**config.mk**
```make
export PLATFORM = sky130hd
export DESIGN_NAME = sensor_single_wire_responder
export DESIGN_NICKNAME = d
export VERILOG_FILES = /design/src/ssr_pkg.sv /design/src/ssr_cfg_regs.sv /design/src/ssr_core.sv /design/src/sensor_single_wire_responder.sv
export SDC_FILE = /design/constraint.sdc
export NUM_CORES = 1
export LEC_CHECK = 0
export BUFFER_PORTS_ARGS = -buffer_cell sky130_fd_sc_hd__clkbuf_2
export CAP_MARGIN = 20
export CORE_ASPECT_RATIO = 0.8
export CORE_MARGIN = 2
export CORE_UTILIZATION = 50
export CTS_CLUSTER_SIZE = 14
export DETAILED_ROUTE_END_ITERATION = 8
export PLACE_DENSITY_LB_ADDON = 0.05
export SLEW_MARGIN = 20
export SYNTH_ARGS = -nofsm -noshare
export SYNTH_HDL_FRONTEND = slang
export SYNTH_SLANG_ARGS = --single-unit
export TNS_END_PERCENT = 10
```
**constraint.sdc**
```tcl
create_clock -name i_clk -period 6.85 [get_ports i_clk]
set_input_delay 1.0275 -clock i_clk [delete_from_list [all_inputs] [get_ports i_clk]]
set_output_delay 1.0275 -clock i_clk [all_outputs]
set_load 0.05 [all_outputs]
```
**src/ssr_pkg.sv**
```systemverilog
// ----------------------------------------------------------------------------
// ssr_pkg: shared types and constants of the single-wire sensor responder
// Holds the phase encoding, the configuration set, and the result fields.
// ----------------------------------------------------------------------------
package ssr_pkg;

    // Width of every configuration register and of the phase tick counter.
    localparam int unsigned REG_WIDTH   = 16;
    localparam int unsigned FRAME_BITS  = 40;
    localparam int unsigned BIT_CNT_W   = 6;

    localparam logic [REG_WIDTH-1:0] RELEASE_TICKS = 16'd10;

    // Reset values of the configuration registers.
    localparam logic [REG_WIDTH-1:0] RST_START_MIN = 16'd18000;
    localparam logic [REG_WIDTH-1:0] RST_START_MAX = 16'd30000;
    localparam logic [REG_WIDTH-1:0] RST_ACK_LOW   = 16'd80;
    localparam logic [REG_WIDTH-1:0] RST_ACK_HIGH  = 16'd80;
    localparam logic [REG_WIDTH-1:0] RST_BIT_LOW   = 16'd50;
    localparam logic [REG_WIDTH-1:0] RST_ZERO_HIGH = 16'd26;
    localparam logic [REG_WIDTH-1:0] RST_ONE_HIGH  = 16'd70;
    localparam logic [REG_WIDTH-1:0] RST_STOP_LOW  = 16'd50;

    // Reading held after reset.
    localparam logic [7:0] RST_HUMIDITY    = 8'd50;
    localparam logic [7:0] RST_TEMPERATURE = 8'd25;

    // Configuration register indexes.
    typedef enum logic [2:0] {
        CFG_START_MIN = 3'd0,
        CFG_START_MAX = 3'd1,
        CFG_ACK_LOW   = 3'd2,
        CFG_ACK_HIGH  = 3'd3,
        CFG_BIT_LOW   = 3'd4,
        CFG_ZERO_HIGH = 3'd5,
        CFG_ONE_HIGH  = 3'd6,
        CFG_STOP_LOW  = 3'd7
    } t_cfg_idx;

    // Response sequencer phases.
    typedef enum logic [6:0] {
        PH_IDLE     = 7'b0000001,
        PH_ACK_LOW  = 7'b0000010,
        PH_ACK_HIGH = 7'b0000100,
        PH_BIT_LOW  = 7'b0001000,
        PH_BIT_HIGH = 7'b0010000,
        PH_STOP_LOW = 7'b0100000,
        PH_RELEASE  = 7'b1000000
    } t_phase;

    // Current configuration set.
    typedef struct packed {
        logic [REG_WIDTH-1:0] start_min;
        logic [REG_WIDTH-1:0] start_max;
        logic [REG_WIDTH-1:0] ack_low;
        logic [REG_WIDTH-1:0] ack_high;
        logic [REG_WIDTH-1:0] bit_low;
        logic [REG_WIDTH-1:0] zero_high;
        logic [REG_WIDTH-1:0] one_high;
        logic [REG_WIDTH-1:0] stop_low;
    } t_cfg;

    // Result fields of one request.
    typedef struct packed {
        logic drive_low;
        logic responding;
        logic start_detected;
        logic frame_done;
    } t_result;

endpackage

```
**src/ssr_cfg_regs.sv**
```systemverilog
// ----------------------------------------------------------------------------
// ssr_cfg_regs: configuration register file
// Eight 16-bit timing registers written through a write-enable port.
// ----------------------------------------------------------------------------
module ssr_cfg_regs (
    input  logic                          i_clk,
    input  logic                          i_rst_n,
    input  logic                          i_wr_en,
    input  logic [2:0]                    i_index,
    input  logic [ssr_pkg::REG_WIDTH-1:0] i_data,
    output ssr_pkg::t_cfg                 o_cfg
);
    import ssr_pkg::*;

    t_cfg r_cfg;

    // Register writes; an index outside the list changes nothing.
    always_ff @(posedge i_clk) begin
        if (!i_rst_n) begin
            r_cfg.start_min <= RST_START_MIN;
            r_cfg.start_max <= RST_START_MAX;
            r_cfg.ack_low   <= RST_ACK_LOW;
            r_cfg.ack_high  <= RST_ACK_HIGH;
            r_cfg.bit_low   <= RST_BIT_LOW;
            r_cfg.zero_high <= RST_ZERO_HIGH;
            r_cfg.one_high  <= RST_ONE_HIGH;
            r_cfg.stop_low  <= RST_STOP_LOW;
        end else if (i_wr_en) begin
            case (t_cfg_idx'(i_index))
                CFG_START_MIN: r_cfg.start_min <= i_data;
                CFG_START_MAX: r_cfg.start_max <= i_data;
                CFG_ACK_LOW:   r_cfg.ack_low   <= i_data;
                CFG_ACK_HIGH:  r_cfg.ack_high  <= i_data;
                CFG_BIT_LOW:   r_cfg.bit_low   <= i_data;
                CFG_ZERO_HIGH: r_cfg.zero_high <= i_data;
                CFG_ONE_HIGH:  r_cfg.one_high  <= i_data;
                CFG_STOP_LOW:  r_cfg.stop_low  <= i_data;
                default: ;
            endcase
        end
    end

    assign o_cfg = r_cfg;

endmodule

```
**src/ssr_core.sv**
```systemverilog
// ----------------------------------------------------------------------------
// ssr_core: start listener and response sequencer
// Holds the bus state and advances it by one request per enable.
// ----------------------------------------------------------------------------
module ssr_core #(
    parameter int unsigned COUNT_WIDTH = 16
) (
    input  logic             i_clk,
    input  logic             i_rst_n,
    input  logic             i_fire,
    input  logic             i_mode,
    input  logic             i_line_level,
    input  logic [7:0]       i_humidity_in,
    input  logic [7:0]       i_temperature_in,
    input  ssr_pkg::t_cfg    i_cfg,
    output ssr_pkg::t_result o_result
);
    import ssr_pkg::*;

    t_phase                 r_phase,     n_phase;
    logic [REG_WIDTH-1:0]   r_ticks,     n_ticks;
    logic [BIT_CNT_W-1:0]   r_bit_count, n_bit_count;
    logic [FRAME_BITS-1:0]  r_frame,     n_frame;
    logic [7:0]             r_humidity,  n_humidity;
    logic [7:0]             r_temp,      n_temp;
    logic                   r_await,     n_await;
    logic [COUNT_WIDTH-1:0] r_low_width, n_low_width;

    logic [REG_WIDTH-1:0]   w_phase_len;
    logic [COUNT_WIDTH-1:0] w_min_ext;
    logic [COUNT_WIDTH-1:0] w_max_ext;
    logic [7:0]             w_sum;
    logic                   w_started;
    logic                   w_done;

    assign w_min_ext = COUNT_WIDTH'(i_cfg.start_min);
    assign w_max_ext = COUNT_WIDTH'(i_cfg.start_max);
    assign w_sum     = r_humidity + r_temp;

    // Length of the current phase; the high time of a bit follows its value.
    always_comb begin
        case (r_phase)
            PH_ACK_LOW:  w_phase_len = i_cfg.ack_low;
            PH_ACK_HIGH: w_phase_len = i_cfg.ack_high;
            PH_BIT_LOW:  w_phase_len = i_cfg.bit_low;
            PH_BIT_HIGH: w_phase_len = r_frame[FRAME_BITS-1] ? i_cfg.one_high
                                                             : i_cfg.zero_high;
            PH_STOP_LOW: w_phase_len = i_cfg.stop_low;
            default:     w_phase_len = RELEASE_TICKS;
        endcase
    end

    // Next state for one request.
    always_comb begin
        n_phase     = r_phase;
        n_ticks     = r_ticks;
        n_bit_count = r_bit_count;
        n_frame     = r_frame;
        n_humidity  = r_humidity;
        n_temp      = r_temp;
        n_await     = r_await;
        n_low_width = r_low_width;
        w_started   = 1'b0;
        w_done      = 1'b0;

        if (i_fire) begin
            if (i_mode) begin
                // A new reading is only stored; no time passes.
                n_humidity = i_humidity_in;
                n_temp     = i_temperature_in;
            end else if (r_phase == PH_IDLE) begin
                // Measure low pulses while listening.
                if (!r_await) begin
                    if (!i_line_level) begin
                        n_await     = 1'b1;
                        n_low_width = COUNT_WIDTH'(1);
                    end
                end else if (!i_line_level) begin
                    if (r_low_width != '1) begin
                        n_low_width = r_low_width + COUNT_WIDTH'(1);
                    end
                end else begin
                    n_await = 1'b0;
                    if (r_low_width >= w_min_ext && r_low_width <= w_max_ext) begin
                        n_frame     = {r_humidity, 8'h00, r_temp, 8'h00, w_sum};
                        n_bit_count = '0;
                        n_phase     = PH_ACK_LOW;
                        n_ticks     = REG_WIDTH'(1);
                        w_started   = 1'b1;
                    end
                end
            end else if (r_ticks < w_phase_len) begin
                n_ticks = r_ticks + REG_WIDTH'(1);
            end else begin
                n_ticks = REG_WIDTH'(1);
                case (r_phase)
                    PH_ACK_LOW:  n_phase = PH_ACK_HIGH;
                    PH_ACK_HIGH: n_phase = PH_BIT_LOW;
                    PH_BIT_LOW:  n_phase = PH_BIT_HIGH;
                    PH_BIT_HIGH: begin
                        n_frame     = {r_frame[FRAME_BITS-2:0], 1'b0};
                        n_bit_count = r_bit_count + BIT_CNT_W'(1);
                        n_phase     = (n_bit_count < BIT_CNT_W'(FRAME_BITS)) ? PH_BIT_LOW
                                                                             : PH_STOP_LOW;
                    end
                    PH_STOP_LOW: n_phase = PH_RELEASE;
                    default: begin
                        // End of release: back to listening, and this sample
                        // already counts toward the next low pulse.
                        n_phase     = PH_IDLE;
                        n_ticks     = '0;
                        w_done      = 1'b1;
                        n_await     = !i_line_level;
                        n_low_width = i_line_level ? '0 : COUNT_WIDTH'(1);
                    end
                endcase
            end
        end
    end

    // State registers.
    always_ff @(posedge i_clk) begin
        if (!i_rst_n) begin
            r_phase     <= PH_IDLE;
            r_ticks     <= '0;
            r_bit_count <= '0;
            r_frame     <= '0;
            r_humidity  <= RST_HUMIDITY;
            r_temp      <= RST_TEMPERATURE;
            r_await     <= 1'b0;
            r_low_width <= '0;
        end else begin
            r_phase     <= n_phase;
            r_ticks     <= n_ticks;
            r_bit_count <= n_bit_count;
            r_frame     <= n_frame;
            r_humidity  <= n_humidity;
            r_temp      <= n_temp;
            r_await     <= n_await;
            r_low_width <= n_low_width;
        end
    end

    // Result fields reflect the state after this request.
    always_comb begin
        o_result.drive_low      = (n_phase == PH_ACK_LOW) || (n_phase == PH_BIT_LOW) ||
                                  (n_phase == PH_STOP_LOW);
        o_result.responding     = (n_phase != PH_IDLE);
        o_result.start_detected = w_started;
        o_result.frame_done     = w_done;
    end

endmodule

```
**src/sensor_single_wire_responder.sv**
```systemverilog
// ----------------------------------------------------------------------------
// sensor_single_wire_responder: sensor side of a single-wire humidity bus
// Measures host start pulses on one-microsecond ticks and plays back the
// acknowledge, the 40-bit reading frame, the stop low and the release.
// ----------------------------------------------------------------------------
//  Channel   Direction  Handshake                  Payload
//  in        input      i_in_valid / o_in_ready    i_mode, i_line_level,
//                                                  i_humidity_in, i_temperature_in
//  out       output     o_out_valid / i_out_ready  o_drive_low, o_responding,
//                                                  o_start_detected, o_frame_done
//  cfg       input      i_cfg_valid / o_cfg_ready  i_cfg_index, i_cfg_data
//
//  One request per clock cycle while the output is not stalled; each accepted
//  request passes the input register, then the result register, before its
//  result is offered.
//  The bus state is updated by short logic between those two registers.
//  Reset is synchronous; configuration is always ready.
//  A stalled output holds its result and backs up into the input register.
// ----------------------------------------------------------------------------
module sensor_single_wire_responder #(
    parameter int unsigned COUNT_WIDTH = 16
) (
    input  logic                          i_clk,
    input  logic                          i_rst_n,
    input  logic                          i_in_valid,
    output logic                          o_in_ready,
    input  logic                          i_mode,
    input  logic                          i_line_level,
    input  logic [7:0]                    i_humidity_in,
    input  logic [7:0]                    i_temperature_in,
    output logic                          o_out_valid,
    input  logic                          i_out_ready,
    output logic                          o_drive_low,
    output logic                          o_responding,
    output logic                          o_start_detected,
    output logic                          o_frame_done,
    input  logic                          i_cfg_valid,
    output logic                          o_cfg_ready,
    input  logic [2:0]                    i_cfg_index,
    input  logic [ssr_pkg::REG_WIDTH-1:0] i_cfg_data
);
    import ssr_pkg::*;

    logic       r_in_valid;
    logic       r_mode;
    logic       r_line_level;
    logic [7:0] r_humidity_in;
    logic [7:0] r_temperature_in;
    logic       r_out_valid;
    t_result    r_result;

    logic       w_out_load;
    logic       w_fire;
    t_cfg       w_cfg;
    t_result    w_result;

    // Handshake control: the result register frees up when taken.
    assign w_out_load = !r_out_valid || i_out_ready;
    assign w_fire     = r_in_valid && w_out_load;
    assign o_in_ready = !r_in_valid || w_out_load;
    assign o_cfg_ready = 1'b1;

    // Input register.
    always_ff @(posedge i_clk) begin
        if (!i_rst_n) begin
            r_in_valid <= 1'b0;
        end else if (o_in_ready) begin
            r_in_valid <= i_in_valid;
        end
    end

    always_ff @(posedge i_clk) begin
        if (o_in_ready && i_in_valid) begin
            r_mode           <= i_mode;
            r_line_level     <= i_line_level;
            r_humidity_in    <= i_humidity_in;
            r_temperature_in <= i_temperature_in;
        end
    end

    ssr_cfg_regs u_cfg_regs (
        .i_clk   (i_clk),
        .i_rst_n (i_rst_n),
        .i_wr_en (i_cfg_valid && o_cfg_ready),
        .i_index (i_cfg_index),
        .i_data  (i_cfg_data),
        .o_cfg   (w_cfg)
    );

    ssr_core #(
        .COUNT_WIDTH (COUNT_WIDTH)
    ) u_core (
        .i_clk            (i_clk),
        .i_rst_n          (i_rst_n),
        .i_fire           (w_fire),
        .i_mode           (r_mode),
        .i_line_level     (r_line_level),
        .i_humidity_in    (r_humidity_in),
        .i_temperature_in (r_temperature_in),
        .i_cfg            (w_cfg),
        .o_result         (w_result)
    );

    // Result register.
    always_ff @(posedge i_clk) begin
        if (!i_rst_n) begin
            r_out_valid <= 1'b0;
        end else if (w_out_load) begin
            r_out_valid <= r_in_valid;
        end
    end

    always_ff @(posedge i_clk) begin
        if (w_fire) begin
            r_result <= w_result;
        end
    end

    assign o_out_valid      = r_out_valid;
    assign o_drive_low      = r_result.drive_low;
    assign o_responding     = r_result.responding;
    assign o_start_detected = r_result.start_detected;
    assign o_frame_done     = r_result.frame_done;

endmodule
```
Word-level counts from Yosys, hierarchy flattened

Index checks and enable logic that the tools add are counted.

Word-level logic and storage cells: 134
Output and inout bits: 7
Register bits: 254

Bitwise gates (word level): 4
Mux-type cells: 43
Reductions and logical operators: 28
Order comparisons: 4
Equal/unequal tests: 25
Add/subtract/negate cells: 4

Operator list:

| cell                                                   | number |
|---|---|
| two-way mux 40 bit                                     | 6 |
| two-way mux 16 bit                                     | 13 |
| case mux 16 bit (5 select lines)                       | 1 |
| two-way mux 7 bit                                      | 7 |
| two-way mux 6 bit                                      | 7 |
| case mux 7 bit (5 select lines)                        | 1 |
| adder 16 x 1 -> 16 bit (second input constant)         | 2 |
| AND reduction 2 bit                                    | 9 |
| >= comparator 16 bit                                   | 1 |
| <= comparator 16 bit                                   | 1 |
| < comparator 16 bit                                    | 1 |
| inequality test 16 bit (second input constant)         | 1 |
| equality test 7 x 2 -> 1 bit (second input constant)   | 2 |
| equality test 7 x 4 -> 1 bit (second input constant)   | 2 |
| equality test 7 x 6 -> 1 bit (second input constant)   | 2 |
| equality test 3 bit (second input constant)            | 4 |
| adder 8 bit                                            | 1 |
| two-way mux 1 bit                                      | 8 |
| equality test 7 x 1 -> 1 bit (second input constant)   | 1 |
| equality test 7 x 3 -> 1 bit (second input constant)   | 1 |
| equality test 7 x 5 -> 1 bit (second input constant)   | 1 |
| inequality test 7 x 1 -> 1 bit (second input constant) | 1 |
| AND reduction 7 bit                                    | 1 |
| adder 6 x 1 -> 6 bit (second input constant)           | 1 |
| 18 further kinds                                       | 33 |

Longest topological paths before layout

Word-level depth: 11
Gate-level depth with buffers: 19

Cells and area by module

A second synthesis with hierarchy kept.

Cells, all modules: 1385
Area, all modules: 12570.8 um^2

By module, submodules not included:

| module                       | cells an instance | area each (um^2) | times used | sequential area each (um^2) |
|---|---|---|---|---|
| ssr_core                     | 895               | 6986.7           | 1          | 2042.0 |
| ssr_cfg_regs                 | 457               | 4808.4           | 1          | 2562.5 |
| sensor_single_wire_responder | 33                | 775.7            | 1          | 700.7 |

Worst setup path after synthesis

No wires, ideal clock.

Path kind: flip-flop to flip-flop
From: reg u_core.r_phase[3]
To: reg r_result, in the netlist o_drive_low (data pin)
Path slack: 3.008 ns
Cell stages (with the launch flop): 17
Setup time: 0.176 ns
Required time: 6.674 ns
Arrival time: 3.666 ns
Path buffers: 2
Cell sequence: dfxtp_1 nor2_1 and3b_1 and2_1 clkbuf_1 clkbuf_1 a22oi_1 o21ai_0 nor3_1 ha_1 a211o_1 nor3_1 a21oi_2 o211a_1 a2111oi_0 nand3_1 nor4_1

RTL lines:

| item                     | RTL line                            | source |
|---|---|---|
| start: declaration       | ssr_core.sv:20                      | `t_phase r_phase, n_phase;` |
| start signal: assignment | ssr_core.sv:133                     | `r_phase <= n_phase;` |
| end signal: assignment   | sensor_single_wire_responder.sv:115 | `r_result <= w_result;` |
| end: declaration         | sensor_single_wire_responder.sv:50  | `t_result r_result;` |

Final worst setup path

From: reg u_core.r_phase[6]
To: reg u_core.r_bit_count[3]

Cells in the longest elaborated chain, start to end: 5

RTL lines:

| item                                                 | RTL line        | source |
|---|---|---|
| equality test 7 x 6 -> 1 bit (tied with other cells) | ssr_core.sv:42  | `case (r_phase)` |
| case mux 16 bit (5 select lines)                     | ssr_core.sv:42  |  |
| < comparator 16 bit                                  | ssr_core.sv:92  | `end else if (r_ticks < w_phase_len) begin` |
| inequality test 2 x 1 -> 1 bit (no line)             | n/a             |  |
| AND reduction 7 bit (no line)                        | n/a             |  |
| end signal: assignment                               | ssr_core.sv:135 | `r_bit_count <= n_bit_count;` |
| end: declaration                                     | ssr_core.sv:22  | `logic [BIT_CNT_W-1:0] r_bit_count, n_bit_count;` |

Parallel ways exist; a longest one is shown, timed or not.
A chain may end at the register's enable or synchronous reset.

==> results.json <==
{
  "status": "completed",
  "cp_max_fo": 30,
  "h-tree-depth": 1,
  "cp_top_family": "simple AND/OR/NAND/NOR gates",
  "synth_fa_ha_area_frac": 0.0621,
  "drv_slew": 0,
  "critPathCaptureType": "flip-flop",
  "syn2layout_area_growth_pct": 10.5,
  "vias": 9924,
  "setup_slack_ns": 1.84,
  "core_area_mm2": 0.0233,
  "final_cells": 1770,
  "synth-simple-area-share": 0.222,
  "dp.cells": 1720,
  "routedWlPerCell_um": 17.7,
  "synth_xor_area_frac": 0.0185,
  "worstSetupPathDepth": 13,
  "multi_input_area_mm2": 0.00598,
  "worst-setup-path-type": "flip-flop to flip-flop",
  "path_cells": "nor3_2 -> and4b_1 -> nor2_1 -> nor4b_2 -> nor3_1 -> ha_1 -> a211o_1 -> nor3_1 -> a211oi_2 -> nor2_1 -> or3_1 -> o21ai_0 -> a21oi_1",
  "clkTransAtPathRegs_ns": 0.06,
  "diodes": 0,
  "power.density_mw_per_mm2": 241,
  "final_nets": 1537,
  "synth_edf_count": 22,
  "drcViolationCount": 0,
  "finalInstanceArea_mm2": 0.0130,
  "grt_max_degree": 86,
  "holdWs_ns": 0.451,
  "startpoint": "u_core.r_phase[6]",
  "root_buffer": "clkbuf_16",
  "synth_top_family_by_area": "simple AND/OR/NAND/NOR gates",
  "crit_path_max_incr_delay_ns": 0.87,
  "drtIter0Drc": 979,
  "yosysUniqueCellTypes": 62,
  "synthDominantCellAreaShare": 0.393,
  "initial_utilization": 0.507,
  "synth-compound-area-share": 0.173,
  "rr_worst_depth": 13,
  "regArea_mm2": 0.00531,
  "synth_area_leaders": "dfxtp_1 39%, nand2_1 11%, a21oi_1 7.9%",
  "timing.fmax_mhz": 200,
  "num_rows": 50,
  "setup_violations": 0,
  "via_per_inst": 5.61,
  "hold_viol_final": 0,
  "antenna_found_initial": 0,
  "synthCells": 1443,
  "ios": 49,
  "worstPathArrival_ns": 5.47,
  "synth.most_common_cell": "nand2_1",
  "grt_setup_unrepaired": "false",
  "drt_pass1_iterations": 5,
  "drive_above_1_share": 0.0796,
  "cts_num_sinks": 254,
  "synthFlopType": "dfxtp_1",
  "cts_tree": "yes",
  "postCtsResizedCells": 0,
  "clock_latency_ns": 0.54,
  "muxShareOfSynthArea": 0.0280,
  "r2r_end": "u_core.r_bit_count[3]",
  "antenna_left": 0,
  "slew_headroom": 0.329,
  "tightest_slew_ns": 1.01,
  "die_h_um": 141,
  "die_w_um": 176,
  "synth-seq-cells": 254,
  "startpoint_type": "flip-flop",
  "cp.required_ns": 7.31,
  "grt_pass1_vias": 9221,
  "place_area_mm2": 0.0122,
  "finClkSkew_ns": 0.00893,
  "io_buffers": 47,
  "setup_tns_ns": 0,
  "period_share": 0.731,
  "maxCapViolCount": 0,
  "clock_path_buffers": 3,
  "cts_hold_buf": 0,
  "power_leakage_uw": 0.00496,
  "fillers": 2193,
  "finalWirelength_mm": 31.3,
  "grt.total_usage": 0.257,
  "rr_startpoint": "u_core.r_phase[6]",
  "dpl_worst_slack_ns": 1.90,
  "synth_nets": 1543,
  "grt_first_pass_wirelength_mm": 51.2,
  "syn_avg_cell_area_um2": 8.18,
  "max-vdd-ir-drop_v": 0.000193,
  "crit_path_end": "u_core.r_bit_count[3]",
  "gp_congestion": 0.857,
  "cp_num_buf_inv": 0,
  "cts_buffers": 27,
  "async_reset_ff_frac": 0,
  "reg2reg_slack_ns": 1.84,
  "slowest_stage": "or3_1",
  "ys_seq_area_frac": 0.449,
  "yosysWarnings": 0,
  "fin_crit_ns": 5.01,
  "synth_commonest_cells": "344 x nand2_1, 232 x dfxtp_1, 187 x a21oi_1",
  "dpl.hpwl_mm": 21.1,
  "post_synth_instance_area_mm2": 0.0118,
  "design.die.area_mm2": 0.0249,
  "post_cts_buffers": 0,
  "overflow": 0,
  "synth_area_leader_cell": "dfxtp_1",
  "hold_class": "flip-flop to flip-flop"
}
==> power breakdown <==
group	switching [uW]	internal, uW
logic	113	46.6
registers	17.7	1530
clock network	604	832
total	735	2410
==> area by class of cell <==
cell class,count,share of cell area
multi-input combinational,1051,0.458
sequential,254,0.407
clock buffer,42,0.0607
tap,312,0.0299
timing repair buffer,63,0.0272
inverter,40,0.0117
clock inverter,8,0.00575
==> placed cells by master, fill, tap and decap left out, drive strengths merged, types with 3 or more instances in the layout <==
cell type  netlist  layout
nand2          344     344
dfxtp          232     232
a21oi          188     188
clkbuf          88      89
nor2            83      83
nand3           65      65
ha              57      57
inv             40      42
o21ai           39      39
mux2i           33      33
a211oi          28      28
nand4           22      22
edfxtp          22      22
o211ai          22      22
nor3            18      18
buf             10      16
a221o           15      15
xor2            15      15
and3            11      11
nor2b           10      10
xnor2           10      10
or3              9       9
and2             8       8
nand2b           7       7
a21o             7       7
a22oi            6       6
and4b            4       4
a22o             4       4
o211a            4       4
a21boi           4       4
or4              4       4
clkinv           0       4
and3b            3       3
nand4b           3       3
a2111oi          3       3
==> through the flow <==
stage / utilization / power [uW]
5_1_grt: 0.561 / 3250
6_report: 0.561 / 3140
4_1_cts: 0.561 / 3180
3_3_place_gp: 0.523 / 1740
2_1_floorplan: - / 1680
3_5_place_dp: 0.523 / 1740
==> registers in the layout, summed over array words and instances (netlist names), 6 cells and up <==
name and cells:
u_core.r_frame 40, u_core.r_humidity 8, r_temperature_in 8, u_core.r_phase 7
u_core.r_bit_count 6, r_humidity_in 8, u_core.r_ticks 16, u_core.r_low_width 16
u_core.r_temp 8, u_cfg_regs.o_cfg 128
==> routing by layer <==
layer / vias up / global-route usage / part of all wire
met2: 289 / 0.383 / 0.42
met3: 44 / 0.0332 / 0.058
met5: - / 0 / 0
li1: 4991 / - / -
met4: 0 / 0.0605 / 0.023
met1: 4600 / 0.394 / 0.50
==> cells by family after synthesis <==
| group | count (synthesis) |
|---|---|
| AO/OA/AOI/OAI | 337 |
| AND/OR/NAND/NOR | 597 |
| adder cells (fa/ha/maj) | 58 |
| XOR/XNOR | 25 |
| buffers and inverters | 138 |
| multiplexers | 33 |
| flip-flops | 254 |
| other | 1 |
==> worst reg2reg max path: cells and delay by family (launching register included) <==
| family | cells | cell delay [ns] |
|---|---|---|
| AO/OA/AOI/OAI | 4 | 0.82 |
| AND/OR/NAND/NOR | 8 | 3.45 |
| flip-flops | 1 | 0.37 |
| adder cells (fa/ha/maj) | 1 | 0.29 |
==> how the worst min path moves through the flow <==
stage	start	endpoint	slack, ns	depth (start not counted)
finish	u_core.r_frame[26]	u_core.r_frame[26]	0.45	2
detailed placement	u_core.r_frame[1]	u_core.r_frame[1]	0.44	2
global route	u_core.r_frame[26]	u_core.r_frame[26]	0.46	2
floorplan	u_core.r_frame[5]	u_core.r_frame[6]	0.43	2
CTS	u_core.r_frame[1]	u_core.r_frame[1]	0.45	2
global placement	u_core.r_frame[10]	u_core.r_frame[10]	0.44	2
No activity file was read; power rests on OpenSTA's default activity.
